[src/hdl/rrts_pkg.sv]
// ----------------------------------------------------------------------------
// rrts_pkg
// Shared types and codes for the round-robin task selector.
// ----------------------------------------------------------------------------
`default_nettype none

package rrts_pkg;

    localparam int IN_W  = 24;
    localparam int OUT_W = 40;

    localparam logic [2:0] ACT_CREATE     = 3'd0;
    localparam logic [2:0] ACT_SET_STATUS = 3'd1;
    localparam logic [2:0] ACT_SET_TARGET = 3'd2;
    localparam logic [2:0] ACT_YIELD      = 3'd3;
    localparam logic [2:0] ACT_SET_READY  = 3'd4;

    localparam logic [2:0] STAT_READY    = 3'd0;
    localparam logic [2:0] STAT_ACTIVE   = 3'd1;
    localparam logic [2:0] STAT_INACTIVE = 3'd3;
    localparam logic [2:0] STAT_DEAD     = 3'd4;

    localparam logic [1:0] ERR_OK      = 2'd0;
    localparam logic [1:0] ERR_UNKNOWN = 2'd1;
    localparam logic [1:0] ERR_FULL    = 2'd2;

    localparam logic [15:0] FIRST_IDENT = 16'd1000;

    typedef struct packed {
        logic        ready;
        logic [15:0] parent;
        logic [2:0]  status;
        logic [15:0] ident;
    } entry_t;

    localparam int ENTRY_W = $bits(entry_t);

    typedef struct packed {
        logic start;
        logic by_ident;
    } scan_cmd_t;

    typedef struct packed {
        logic done;
        logic found;
    } scan_stat_t;

endpackage

`default_nettype wire

[src/hdl/rrts_ram.sv]
// ----------------------------------------------------------------------------
// rrts_ram
// Generic single-write, single-read RAM with registered read data.
// ----------------------------------------------------------------------------
`default_nettype none

module rrts_ram #(
    parameter int WIDTH = 36,
    parameter int DEPTH = 16
) (
    input  wire logic                     clk,
    input  wire logic                     wr_en,
    input  wire logic [$clog2(DEPTH)-1:0] wr_addr,
    input  wire logic [WIDTH-1:0]         wr_data,
    input  wire logic                     rd_en,
    input  wire logic [$clog2(DEPTH)-1:0] rd_addr,
    output logic      [WIDTH-1:0]         rd_data
);

    logic [WIDTH-1:0] mem [DEPTH];

    always_ff @(posedge clk)
    begin
        if (wr_en)
        begin
            mem[wr_addr] <= wr_data;
        end
        if (rd_en)
        begin
            rd_data <= mem[rd_addr];
        end
    end

endmodule

`default_nettype wire

[src/hdl/rrts_scan.sv]
// ----------------------------------------------------------------------------
// rrts_scan
// Slot table search: one read per cycle, wrapping at the slot count, stops at
// the first entry whose id matches the key or whose status is eligible.
// ----------------------------------------------------------------------------
`default_nettype none

module rrts_scan #(
    parameter int MAX_TASKS = 16
) (
    input  wire logic                               clk,
    input  wire logic                               rst_n,
    input  wire rrts_pkg::scan_cmd_t                cmd,
    input  wire logic [15:0]                        key,
    input  wire logic [$clog2(MAX_TASKS)-1:0]       first_idx,
    input  wire logic [$clog2(MAX_TASKS+1)-1:0]     length,
    output logic                                    rd_en,
    output logic      [$clog2(MAX_TASKS)-1:0]       rd_addr,
    input  wire rrts_pkg::entry_t                   rd_data,
    output rrts_pkg::scan_stat_t                    stat,
    output logic      [$clog2(MAX_TASKS)-1:0]       hit_idx,
    output rrts_pkg::entry_t                        hit_entry
);

    localparam int IW = $clog2(MAX_TASKS);
    localparam int CW = $clog2(MAX_TASKS + 1);

    logic                 active_reg, active_next;
    logic                 by_ident_reg, by_ident_next;
    logic [15:0]          key_reg, key_next;
    logic [CW-1:0]        len_reg, len_next;
    logic [IW-1:0]        issue_idx_reg, issue_idx_next;
    logic [CW-1:0]        left_reg, left_next;
    logic                 pend_reg, pend_next;
    logic [IW-1:0]        pend_idx_reg, pend_idx_next;
    rrts_pkg::scan_stat_t stat_reg, stat_next;
    logic [IW-1:0]        hit_idx_reg, hit_idx_next;
    rrts_pkg::entry_t     hit_entry_reg, hit_entry_next;

    logic          match;
    logic [CW-1:0] idx_inc;

    assign match = pend_reg && (by_ident_reg ? (rd_data.ident == key_reg)
                                             : (rd_data.status <= rrts_pkg::STAT_INACTIVE));
    assign idx_inc = {{(CW-IW){1'b0}}, issue_idx_reg} + CW'(1);

    always_comb
    begin
        active_next    = active_reg;
        by_ident_next  = by_ident_reg;
        key_next       = key_reg;
        len_next       = len_reg;
        issue_idx_next = issue_idx_reg;
        left_next      = left_reg;
        pend_next      = pend_reg;
        pend_idx_next  = pend_idx_reg;
        stat_next      = '0;
        hit_idx_next   = hit_idx_reg;
        hit_entry_next = hit_entry_reg;
        rd_en          = 1'b0;
        rd_addr        = issue_idx_reg;

        if (cmd.start)
        begin
            active_next    = 1'b1;
            by_ident_next  = cmd.by_ident;
            key_next       = key;
            len_next       = length;
            issue_idx_next = first_idx;
            left_next      = length;
            pend_next      = 1'b0;
        end
        else if (active_reg)
        begin
            if (match)
            begin
                stat_next.done  = 1'b1;
                stat_next.found = 1'b1;
                hit_idx_next    = pend_idx_reg;
                hit_entry_next  = rd_data;
                active_next     = 1'b0;
                pend_next       = 1'b0;
            end
            else if (left_reg == '0 && !pend_reg)
            begin
                stat_next.done = 1'b1;
                active_next    = 1'b0;
            end
            else if (left_reg != '0)
            begin
                rd_en          = 1'b1;
                pend_next      = 1'b1;
                pend_idx_next  = issue_idx_reg;
                left_next      = left_reg - CW'(1);
                issue_idx_next = (idx_inc == len_reg) ? '0 : idx_inc[IW-1:0];
            end
            else
            begin
                pend_next = 1'b0;
            end
        end
    end

    always_ff @(posedge clk or negedge rst_n)
    begin
        if (!rst_n)
        begin
            active_reg <= 1'b0;
            pend_reg   <= 1'b0;
            stat_reg   <= '0;
        end
        else
        begin
            active_reg <= active_next;
            pend_reg   <= pend_next;
            stat_reg   <= stat_next;
        end
    end

    always_ff @(posedge clk)
    begin
        by_ident_reg  <= by_ident_next;
        key_reg       <= key_next;
        len_reg       <= len_next;
        issue_idx_reg <= issue_idx_next;
        left_reg      <= left_next;
        pend_idx_reg  <= pend_idx_next;
        hit_idx_reg   <= hit_idx_next;
        hit_entry_reg <= hit_entry_next;
    end

    assign stat      = stat_reg;
    assign hit_idx   = hit_idx_reg;
    assign hit_entry = hit_entry_reg;

endmodule

`default_nettype wire

[src/hdl/round_robin_task_selector.sv]
// ----------------------------------------------------------------------------
// round_robin_task_selector
// Task slot table in RAM with id lookup, round-robin and directed yield.
// ----------------------------------------------------------------------------
// Create, set-target, kernel create, full table and unknown action: go
// straight to S_DONE, which loads the output register once it is free.
// Set-status / set-ready: serial id search, one RAM read per cycle. Yield:
// search, then read-modify-write of the old slot and write of the new one.
// One item in flight; the next is taken while a result waits in m_tdata.
// Reset: async, active low; the S_INIT state after reset seeds slot 0 in the RAM.
`default_nettype none

module round_robin_task_selector #(
    parameter int MAX_TASKS = 16
) (
    input  wire logic        clk,
    input  wire logic        rst_n,
    input  wire logic        s_tvalid,
    output logic             s_tready,
    // action[2:0], task_id[18:3], kernel_type[19], new_status[22:20],
    // ready_flag[23]
    input  wire logic [23:0] s_tdata,
    output logic             m_tvalid,
    input  wire logic        m_tready,
    // result_id[15:0], previous_id[31:16], error_code[33:32], zero pad
    output logic      [39:0] m_tdata
);

    localparam int IW = $clog2(MAX_TASKS);
    localparam int CW = $clog2(MAX_TASKS + 1);

    typedef enum logic [6:0] {
        S_INIT  = 7'b0000001,
        S_IDLE  = 7'b0000010,
        S_SCAN  = 7'b0000100,
        S_RDCUR = 7'b0001000,
        S_WRCUR = 7'b0010000,
        S_WRTGT = 7'b0100000,
        S_DONE  = 7'b1000000
    } fsm_t;

    fsm_t             state_reg, state_next;
    logic [CW-1:0]    count_reg, count_next;
    logic [15:0]      next_ident_reg, next_ident_next;
    logic [IW-1:0]    cur_slot_reg, cur_slot_next;
    logic [15:0]      cur_ident_reg, cur_ident_next;
    logic [15:0]      yield_tgt_reg, yield_tgt_next;
    logic [2:0]       action_reg, action_next;
    logic [2:0]       new_status_reg, new_status_next;
    logic             ready_flag_reg, ready_flag_next;
    logic             directed_reg, directed_next;
    logic [15:0]      res_id_reg, res_id_next;
    logic [15:0]      prev_id_reg, prev_id_next;
    logic [1:0]       err_reg, err_next;
    logic [IW-1:0]    tgt_idx_reg, tgt_idx_next;
    rrts_pkg::entry_t tgt_entry_reg, tgt_entry_next;
    logic             m_tvalid_reg, m_tvalid_next;
    logic [39:0]      m_tdata_reg, m_tdata_next;

    logic [2:0]  in_action;
    logic [15:0] in_task_id;
    logic        in_kernel;
    logic        accept;

    rrts_pkg::scan_cmd_t  scan_cmd;
    rrts_pkg::scan_stat_t scan_stat;
    logic [15:0]          scan_key;
    logic [IW-1:0]        scan_first;
    logic                 scan_rd_en;
    logic [IW-1:0]        scan_rd_addr;
    logic [IW-1:0]        hit_idx;
    rrts_pkg::entry_t     hit_entry;

    logic                         ram_wr_en;
    logic [IW-1:0]                ram_wr_addr;
    rrts_pkg::entry_t             ram_wr_entry;
    logic                         ram_rd_en;
    logic [IW-1:0]                ram_rd_addr;
    logic [rrts_pkg::ENTRY_W-1:0] ram_rd_data;
    rrts_pkg::entry_t             rd_entry;

    logic [CW-1:0] cur_inc;

    assign in_action  = s_tdata[2:0];
    assign in_task_id = s_tdata[18:3];
    assign in_kernel  = s_tdata[19];
    assign s_tready   = (state_reg == S_IDLE);
    assign accept     = s_tvalid && s_tready;
    assign rd_entry   = rrts_pkg::entry_t'(ram_rd_data);
    assign cur_inc    = {{(CW-IW){1'b0}}, cur_slot_reg} + CW'(1);

    assign ram_rd_en   = scan_rd_en || (state_reg == S_RDCUR);
    assign ram_rd_addr = (state_reg == S_RDCUR) ? cur_slot_reg : scan_rd_addr;

    rrts_ram #(
        .WIDTH(rrts_pkg::ENTRY_W),
        .DEPTH(MAX_TASKS)
    ) u_table (
        .clk    (clk),
        .wr_en  (ram_wr_en),
        .wr_addr(ram_wr_addr),
        .wr_data(ram_wr_entry),
        .rd_en  (ram_rd_en),
        .rd_addr(ram_rd_addr),
        .rd_data(ram_rd_data)
    );

    rrts_scan #(
        .MAX_TASKS(MAX_TASKS)
    ) u_scan (
        .clk      (clk),
        .rst_n    (rst_n),
        .cmd      (scan_cmd),
        .key      (scan_key),
        .first_idx(scan_first),
        .length   (count_reg),
        .rd_en    (scan_rd_en),
        .rd_addr  (scan_rd_addr),
        .rd_data  (rd_entry),
        .stat     (scan_stat),
        .hit_idx  (hit_idx),
        .hit_entry(hit_entry)
    );

    always_comb
    begin
        state_next      = state_reg;
        count_next      = count_reg;
        next_ident_next = next_ident_reg;
        cur_slot_next   = cur_slot_reg;
        cur_ident_next  = cur_ident_reg;
        yield_tgt_next  = yield_tgt_reg;
        action_next     = action_reg;
        new_status_next = new_status_reg;
        ready_flag_next = ready_flag_reg;
        directed_next   = directed_reg;
        res_id_next     = res_id_reg;
        prev_id_next    = prev_id_reg;
        err_next        = err_reg;
        tgt_idx_next    = tgt_idx_reg;
        tgt_entry_next  = tgt_entry_reg;
        m_tvalid_next   = m_tvalid_reg;
        m_tdata_next    = m_tdata_reg;

        scan_cmd     = '0;
        scan_key     = in_task_id;
        scan_first   = '0;
        ram_wr_en    = 1'b0;
        ram_wr_addr  = '0;
        ram_wr_entry = '0;

        if (m_tvalid_reg && m_tready)
        begin
            m_tvalid_next = 1'b0;
        end

        case (state_reg)
            S_INIT:
            begin
                ram_wr_en           = 1'b1;
                ram_wr_entry.status = rrts_pkg::STAT_ACTIVE;
                state_next          = S_IDLE;
            end
            S_IDLE:
            begin
                if (accept)
                begin
                    action_next     = in_action;
                    new_status_next = s_tdata[22:20];
                    ready_flag_next = s_tdata[23];
                    res_id_next     = '0;
                    prev_id_next    = '0;
                    err_next        = rrts_pkg::ERR_OK;
                    state_next      = S_DONE;
                    case (in_action)
                        rrts_pkg::ACT_CREATE:
                        begin
                            if (!in_kernel)
                            begin
                                if (count_reg == CW'(MAX_TASKS))
                                begin
                                    err_next = rrts_pkg::ERR_FULL;
                                end
                                else
                                begin
                                    ram_wr_en           = 1'b1;
                                    ram_wr_addr         = count_reg[IW-1:0];
                                    ram_wr_entry.ident  = next_ident_reg;
                                    ram_wr_entry.status = rrts_pkg::STAT_READY;
                                    ram_wr_entry.parent = cur_ident_reg;
                                    ram_wr_entry.ready  = 1'b0;
                                    res_id_next         = next_ident_reg;
                                    next_ident_next     = next_ident_reg + 16'd1;
                                    count_next          = count_reg + CW'(1);
                                end
                            end
                        end
                        rrts_pkg::ACT_SET_STATUS, rrts_pkg::ACT_SET_READY:
                        begin
                            scan_cmd.start    = 1'b1;
                            scan_cmd.by_ident = 1'b1;
                            state_next        = S_SCAN;
                        end
                        rrts_pkg::ACT_SET_TARGET:
                        begin
                            yield_tgt_next = in_task_id;
                        end
                        rrts_pkg::ACT_YIELD:
                        begin
                            res_id_next    = cur_ident_reg;
                            prev_id_next   = cur_ident_reg;
                            scan_cmd.start = 1'b1;
                            state_next     = S_SCAN;
                            if (yield_tgt_reg == '0)
                            begin
                                directed_next = 1'b0;
                                scan_first    = (cur_inc == count_reg) ? '0 : cur_inc[IW-1:0];
                            end
                            else
                            begin
                                directed_next     = 1'b1;
                                scan_cmd.by_ident = 1'b1;
                                scan_key          = yield_tgt_reg;
                                yield_tgt_next    = '0;
                            end
                        end
                        default:
                        begin
                        end
                    endcase
                end
            end
            S_SCAN:
            begin
                if (scan_stat.done)
                begin
                    state_next   = S_DONE;
                    ram_wr_addr  = hit_idx;
                    ram_wr_entry = hit_entry;
                    if (!scan_stat.found)
                    begin
                        if (action_reg != rrts_pkg::ACT_YIELD || directed_reg)
                        begin
                            err_next = rrts_pkg::ERR_UNKNOWN;
                        end
                    end
                    else if (action_reg == rrts_pkg::ACT_SET_STATUS)
                    begin
                        ram_wr_en           = 1'b1;
                        ram_wr_entry.status = new_status_reg;
                    end
                    else if (action_reg == rrts_pkg::ACT_SET_READY)
                    begin
                        ram_wr_en          = 1'b1;
                        ram_wr_entry.ready = ready_flag_reg;
                    end
                    else
                    begin
                        tgt_idx_next   = hit_idx;
                        tgt_entry_next = hit_entry;
                        state_next     = S_RDCUR;
                    end
                end
            end
            S_RDCUR:
            begin
                state_next = S_WRCUR;
            end
            S_WRCUR:
            begin
                ram_wr_en    = 1'b1;
                ram_wr_addr  = cur_slot_reg;
                ram_wr_entry = rd_entry;
                if (rd_entry.status != rrts_pkg::STAT_DEAD)
                begin
                    ram_wr_entry.status = rrts_pkg::STAT_INACTIVE;
                end
                state_next = S_WRTGT;
            end
            S_WRTGT:
            begin
                ram_wr_en           = 1'b1;
                ram_wr_addr         = tgt_idx_reg;
                ram_wr_entry        = tgt_entry_reg;
                ram_wr_entry.status = rrts_pkg::STAT_ACTIVE;
                cur_slot_next       = tgt_idx_reg;
                cur_ident_next      = tgt_entry_reg.ident;
                res_id_next         = tgt_entry_reg.ident;
                state_next          = S_DONE;
            end
            S_DONE:
            begin
                if (!m_tvalid_reg || m_tready)
                begin
                    m_tvalid_next = 1'b1;
                    m_tdata_next  = {6'd0, err_reg, prev_id_reg, res_id_reg};
                    state_next    = S_IDLE;
                end
            end
            default:
            begin
                state_next = S_IDLE;
            end
        endcase
    end

    always_ff @(posedge clk or negedge rst_n)
    begin
        if (!rst_n)
        begin
            state_reg      <= S_INIT;
            count_reg      <= CW'(1);
            next_ident_reg <= rrts_pkg::FIRST_IDENT;
            cur_slot_reg   <= '0;
            cur_ident_reg  <= '0;
            yield_tgt_reg  <= '0;
            m_tvalid_reg   <= 1'b0;
        end
        else
        begin
            state_reg      <= state_next;
            count_reg      <= count_next;
            next_ident_reg <= next_ident_next;
            cur_slot_reg   <= cur_slot_next;
            cur_ident_reg  <= cur_ident_next;
            yield_tgt_reg  <= yield_tgt_next;
            m_tvalid_reg   <= m_tvalid_next;
        end
    end

    always_ff @(posedge clk)
    begin
        action_reg     <= action_next;
        new_status_reg <= new_status_next;
        ready_flag_reg <= ready_flag_next;
        directed_reg   <= directed_next;
        res_id_reg     <= res_id_next;
        prev_id_reg    <= prev_id_next;
        err_reg        <= err_next;
        tgt_idx_reg    <= tgt_idx_next;
        tgt_entry_reg  <= tgt_entry_next;
        m_tdata_reg    <= m_tdata_next;
    end

    assign m_tvalid = m_tvalid_reg;
    assign m_tdata  = m_tdata_reg;

endmodule

`default_nettype wire

[config.mk]
export PLATFORM = sky130hd
export DESIGN_NAME = round_robin_task_selector
export DESIGN_NICKNAME = d
export VERILOG_FILES = /design/src/hdl/rrts_pkg.sv /design/src/hdl/rrts_ram.sv /design/src/hdl/rrts_scan.sv /design/src/hdl/round_robin_task_selector.sv
export SDC_FILE = /design/constraint.sdc
export NUM_CORES = 1
export LEC_CHECK = 0
export ABC_AREA = 1
export BUFFER_PORTS_ARGS = -buffer_cell sky130_fd_sc_hd__buf_2
export CAP_MARGIN = 20
export CELL_PAD_IN_SITES_DETAIL_PLACEMENT = 1
export CELL_PAD_IN_SITES_GLOBAL_PLACEMENT = 1
export CORE_UTILIZATION = 35
export CTS_CLUSTER_DIAMETER = 80
export DETAILED_ROUTE_END_ITERATION = 10
export PLACE_DENSITY = 0.59
export RECOVER_POWER = 50
export SYNTH_ARGS = -nofsm -noshare
export SYNTH_HDL_FRONTEND = slang
export SYNTH_SLANG_ARGS = --single-unit
[constraint.sdc]
create_clock -name clk -period 4 [get_ports clk]
set_input_delay 1.2 -clock clk [delete_from_list [all_inputs] [get_ports clk]]
set_output_delay 1.2 -clock clk [all_outputs]
set_load 0.01 [all_outputs]
== Word level (Yosys, flattened, before mapping) ==
Memory sizes are Yosys's and may differ from the RTL's. A register that Yosys moved wholly into a read port is not among the register bits.
Index checks and enable logic that the tools add are counted.

* Add/sub/neg operators: 5
* $mul: 0
* Divide/modulo/power cells: 0
* $lt $le $gt $ge: 1
* Eq/ne operators: 28
* Shift operators: 0
* Muxes and demuxes: 101
* Bitwise logic cells: 7
* Reductions and logical operators: 35

{| class="wikitable"
|+ Operator list
! operator !! number
|-
| 2-to-1 mux 35 bit || 4
|-
| 2-to-1 mux 16 bit || 8
|-
| one-hot mux 16 bit (2 select lines) || 3
|-
| 2-to-1 mux 4 bit || 17
|-
| one-hot mux 17 bit (4 select lines) || 1
|-
| one-hot mux 16 bit (4 select lines) || 1
|-
| 2-to-1 mux 7 bit || 7
|-
| one-hot mux 7 bit (6 select lines) || 1
|-
| 2-to-1 mux 36 bit || 1
|-
| 2-to-1 mux 1 bit || 34
|-
| 2-to-1 mux 5 bit || 5
|-
| 2-to-1 mux 2 bit || 11
|-
| AND reduction 5 bit || 4
|-
| adder 16 x 1 -> 16 bit (second input constant) || 1
|-
| equality test 16 bit || 1
|-
| zero test 16 bit || 1
|-
| one-hot mux 4 bit (4 select lines) || 1
|-
| inequality test 2 bit (second input constant) || 6
|-
| one-hot mux 3 bit (4 select lines) || 1
|-
| adder 4 x 1 -> 5 bit (second input constant) || 2
|-
| equality test 5 bit || 2
|-
| nonzero test 2 bit || 5
|-
| 2-to-1 mux 3 bit || 3
|-
| AND reduction 3 bit || 3
|-
| 30 further kinds || 54
|}

* Register bits after elaboration: 257
* Bits in latches: 0
* Bits in writable memories: 576
* ROM bits: 0
* Input port bits: 28
* Output and inout port bits: 42
* Memories: 1

{| class="wikitable"
|+ Memory list
! name !! depth !! width !! rd ports !! clocked after memory_dff !! write ports !! RTL line !! RTL
|-
| u_table.mem || 16 || 36 || 1 || 1 || 1 || rrts_ram.sv:20 || <nowiki>logic [WIDTH-1:0] mem [DEPTH];</nowiki>
|}

== Depth between registers and ports, before layout ==
* Depth in word-level cells: 8
* Mapped depth: 13
* Mapped depth without buffers: 12

== Hierarchy ==
Synthesis repeated with hierarchy kept, for this count alone.

* Cell total of the unflattened synthesis: 3548
* Area, all modules: 37460.9 µm²

{| class="wikitable"
|+ Modules (own cells, without submodules)
! module !! instances !! cells each !! area each (µm²)
|-
| rrts_ram || 1 || 2379 || 25754.7
|-
| round_robin_task_selector || 1 || 919 || 8573.2
|-
| rrts_scan || 1 || 250 || 3133.0
|}

== Least setup slack after synthesis ==
No wires, ideal clock.

* Path kind: input -> register
* Start point: input s_tvalid
* End point: memory u_table.mem[8][0], enable pin
* Data arrival time: 3308 ps
* Data required time: 3605 ps
* Path slack: 298 ps
* Stages on the path: 7
* Cell sequence: nand2_4 clkinv_1 nand3_1 nand2_1 nor2_1 nand3_1 nor2_1

* Word-level cells in the longest chain between the ends: 5
* Elaborated cells between the ends (all ways): 7
* Those cells by class: 6 x mux; 1 x reduce/logical

{| class="wikitable"
|+ RTL lines
! what !! RTL line !! RTL
|-
| from (decl) || round_robin_task_selector.sv:18 || <nowiki>input wire logic s_tvalid,</nowiki>
|-
| logical AND 1 bit (*) || round_robin_task_selector.sv:88 || <nowiki>assign accept = s_tvalid && s_tready;</nowiki>
|-
| 2-to-1 mux 1 bit || round_robin_task_selector.sv:166 || <nowiki>if (accept)</nowiki>
|-
| one-hot mux 1 bit (3 select lines) || round_robin_task_selector.sv:157 || <nowiki>case (state_reg)</nowiki>
|-
| 2-to-1 mux 1 bit || rrts_ram.sv:24 || <nowiki>if (wr_en)</nowiki>
|-
| 2-to-1 mux 1 bit (implied by the code) || rrts_ram.sv:26 || <nowiki>mem[wr_addr] <= wr_data;</nowiki>
|-
| to (decl) || rrts_ram.sv:20 ||
|}

Mark *: on every way between the ends. The rest lies on a longest branch, timed or not.

== Worst setup path after layout ==
* Start point: input s_tdata[0]
* End point: register u_scan.hit_entry_reg (netlist bit u_scan.hit_entry[15]), enable pin

* Word-level cells in the longest chain between the ends: 7
* Elaborated cells between the ends (all ways): 9
* Those cells by class: 3 x eq/ne; 3 x mux; 1 x bitwise; 2 x reduce/logical

{| class="wikitable"
|+ RTL lines
! what !! RTL line !! RTL
|-
| from (decl) || round_robin_task_selector.sv:22 || <nowiki>input wire logic [23:0] s_tdata,</nowiki>
|-
| equality test 3 x 1 -> 1 bit or equality test 3 bit (tied branches) || round_robin_task_selector.sv:175 || <nowiki>case (in_action)</nowiki>
|-
| OR reduction 2 bit || n/a ||
|-
| one-hot mux 2 bit (2 select lines) (*) || round_robin_task_selector.sv:175 ||
|-
| 2-to-1 mux 2 bit (*) || round_robin_task_selector.sv:166 ||
|-
| 2-to-1 mux 2 bit (*) || round_robin_task_selector.sv:157 ||
|-
| inverter 1 bit (no source line) (*) || n/a ||
|-
| AND reduction 3 bit (no source line) (*) || n/a ||
|-
| to (signal assigned) || rrts_scan.sv:129 || <nowiki>hit_entry_reg <= hit_entry_next;</nowiki>
|-
| to (decl) || rrts_scan.sv:38 || <nowiki>rrts_pkg::entry_t hit_entry_reg, hit_entry_next;</nowiki>
|}

Marks and branches as above.
A chain may end at the register's enable or synchronous reset.

==> key figures <==
Timing
  – Worst Hold Slack: 0.4190 ns
  – Slew Viols, Final: 105
  – FMAX: between 0.2 and 0.3 GHz
  – Post-route setup TNS: 0 ns
  – Least-Margin Pin Slew: 1.907 ns
  – Final Hold Fails: 0
  – Setup violations, final: 0
  – Max transition margin: -27.14%
  – RSZ-0062 raised after global routing: false
  – Crit share post-route: 86.06%
  – Clk_skew: 0.02227 ns
  – Fin crit period: 3.442 ns

Synthesis
  – Total number of yosys warnings: 0
  – Number of flops mapped to enable cells by yosys: ~480
  – Area share of the largest cell type after synthesis: 60.39%
  – Synthesized flop and latch total: 545
  – Predominant post-synthesis flop cell: edfxtp_1
  – Dominant cells by area after synthesis: edfxtp_1 60%, nand3_1 7.7%, nand2_1 6.8%
  – Area leader, netlist: edfxtp_1
  – Yosys cell types: between 40 and 50
  – Seq/Total Area, Yosys: 67.73%
  – Synth async-reset ratio: 12.66%
  – Synth Cell Area: 23670 sq um
  – Most common cell in the netlist: edfxtp_1
  – Synth Instances: 2161
  – Mapped Avg Cell Area: around 11 sq um
  – Synth cell count leaders: 476 x edfxtp_1, 431 x nand2_1, 362 x nand3_1, 353 x inv_1, 78 x nor2_1

Setup path
  – CP Launch Type: input port
  – WP data required: 4.22 ns
  – Arr. time, crit path: 3.67 ns
  – Crit path max-delay cell type: clkbuf_1
  – Setup Crit Path Kind: input port to flop
  – Worst path max stage delay: 1.08 ns
  – Crit path cell chain: clkbuf_1 -> nor2_1 -> inv_1 -> nand3_1 -> nand2_1 -> nand3_1 -> nand2_1 -> nor2_2 -> clkbuf_1
  – CP Buf/Inv Count: 3
  – Critical path's top delay family: buffers and inverters
  – Max FO, Critical Path: 23
  – Crit. End Element: flop

Detailed routing
  – DR iter-0 viols: 1083
  – Post-route ant nets: 0
  – Final wirelength: 66.11 mm
  – Detailed-route vias per instance: between 5 and 6
  – Post-route DRC: 0
  – Length of the first detailed-routing pass in iterations: 5
  – Via count: 16000
  – WL per Instance: a little over 20 microns

Finish
  – Nets: around 2300
  – Fill cells: 7210
  – Fin util: 41.63%
  – Layout cells sized above 1: roughly 11%
  – Register area: 16030 sq um
  – Max reg flops: 304
  – Area grow syn2layout: 16.66%
  – Multi-input logic area: slightly below 6000 sq um
  – Antenna diodes: 0

Clock tree
  – Clock Latency Late Sink: 0.63 ns
  – Post-CTS sizing: 0
  – Hold_buf cts: 0
  – Sink Count: approximately 550
  – Root buf cell: clkbuf_16
  – H-tree Lvls: 2
  – Clk buf depth: 3
  – Post-CTS Setup Bufs: 0
  – Clock transition at the registers of the reported paths: about 0.060 ns
  – CTS tree: done
  – CTS buffer count: 61

Global routing
  – Initial antenna violation count: 2
  – Vias in the first global route: 16750
  – Largest net degree at the start of global routing: 77
  – First-pass GRT wire length: 101.4 mm
  – Gr ovfl total: 0
  – All-layer global routing usage: 19.54%

Place
  – I/O Buffers: 62
  – Final HPWL DP: 43.13 mm
  – RePlAce Congestion: 0.8955

Floorplanning
  – # IOs: 70
  – Row count: 94
  – Effective utilization at floorplan: 35.68%
  – DIE AREA: 68670 sq um
  – DIE HEIGHT: roughly 260 microns
  – Core area: 66330 sq um
  – Die width: 262.1 microns

Pwr
  – P_int: approximately 12 mW
  – Max VDD drop: about 350 uV
  – Static Leak: between 10 and 15 nW
  – Sw Ratio: a little under a third
  – Seq pwr share: approximately two fifths
  – Combinational Power Share: 19.8%
  – Clock power frac: approximately two fifths
  – PwrDens: 597.7 nW/um^2
  – Psw: 4.981 mW

Min path
  – HP Class: flop to flop

Status
  – Status: complete, but fails checks
  – Failing checks: max-capacitance violations, max-slew violations

Flow run
  – Max_cap viols: 2
[logic make-up after synthesis]
group,Yosys count,share of synthesized area [%]
AND/OR/NAND/NOR,995,19.45
flip-flops,545,67.73
buffers and inverters,452,7.803
AO/OA/AOI/OAI,119,3.082
XOR/XNOR,42,1.554
adder cells (fa/ha/maj),7,0.3700
other,1,0.01584
[worst reg2reg max path: stages, from the launching register on]
cell and delay, ns:
dfrtp_1 0.40, nor2_1 0.19, nand3_1 0.10, nor2_1 0.49, nand2_1 0.45, nor2_2 0.35, inv_1 0.11, clkbuf_1 0.34
o21ai_0 0.31, clkbuf_2 0.41
[final cells by class]
type	instances	area share (%)
flip-flops and latches	545	58.05
multi-input cells	1170	21.30
clock buffers	66	5.709
inverters	359	4.880
well taps	864	3.915
repair buffers	135	3.611
clock inverters	48	2.533
[power by group through the flow]
| stage | clock network [mW] | logic [mW] | registers [mW] |
|---|---|---|---|
| after floorplan | 0 | 2.14 | 6.90 |
| after global placement | 0 | 3.21 | 7.02 |
| after detailed placement | 0 | 3.30 | 7.03 |
| after CTS | 6.45 | 3.33 | 6.92 |
| after global routing | 6.66 | 3.64 | 6.95 |
| final | 6.32 | 3.27 | 6.91 |
[layout by cell type (no fill, tap or decap), types with 20 or more instances in the layout]
cell	Yosys	layout
buf_4	19	39
nand3_1	362	361
a21oi_1	20	20
dfrtp_1	61	61
inv_1	353	353
nor2_1	78	63
nor2_2	4	20
nand2_1	431	432
edfxtp_1	476	476
o21ai_0	59	58
nand3b_1	61	61
buf_2	39	23
nand4_1	20	20
clkbuf_16	0	62
clkbuf_1	24	52
xor2_1	33	33
[worst paths after layout]
kind	from	endpoint	slack, ns	cells after the start
setup / recovery	s_tdata[0]	u_scan.hit_entry[15]$_DFFE_PP_	0.56	9
hold / removal	prev_id_reg[6]$_SDFFCE_PN0P_	m_tdata[22]$_DFFE_PP_	0.42	0
setup reg to reg	state_reg[3]$_DFFE_PN0P_	u_table.mem[4][4]$_DFFE_PP_	0.60	9
hold reg to reg	prev_id_reg[6]$_SDFFCE_PN0P_	m_tdata[22]$_DFFE_PP_	0.42	0
max in group asynchronous	rst_n	cur_slot_reg[0]$_DFFE_PN0N_	1.77	1
min in group asynchronous	rst_n	cur_ident_reg[9]$_DFFE_PN0N_	1.07	1
[through the flow]
step | power (mW) | area, sq um | instances | setup WS, ns
global route | 17.25 | 27610 | 3187 | 0.3804
floorplan | 9.037 | 23690 | 2167 | 0.2976
finish | 16.50 | 27610 | 3187 | 0.5576
detailed placement | 10.34 | 25470 | 3073 | 0.2949
global placement | 10.23 | 25470 | 3073 | 0.3591
CTS | 16.69 | 27750 | 3187 | 0.9160
[metal layers]
metal	GRT usage [%]	wire length [microns]	part of all wire [%]
met1	26.96	30600	46
met2	32.51	31410	48
met3	2.286	2686	4.1
met4	5.363	1410	2.1
met5	0	0	0
(Power assumes the default switching activity.)
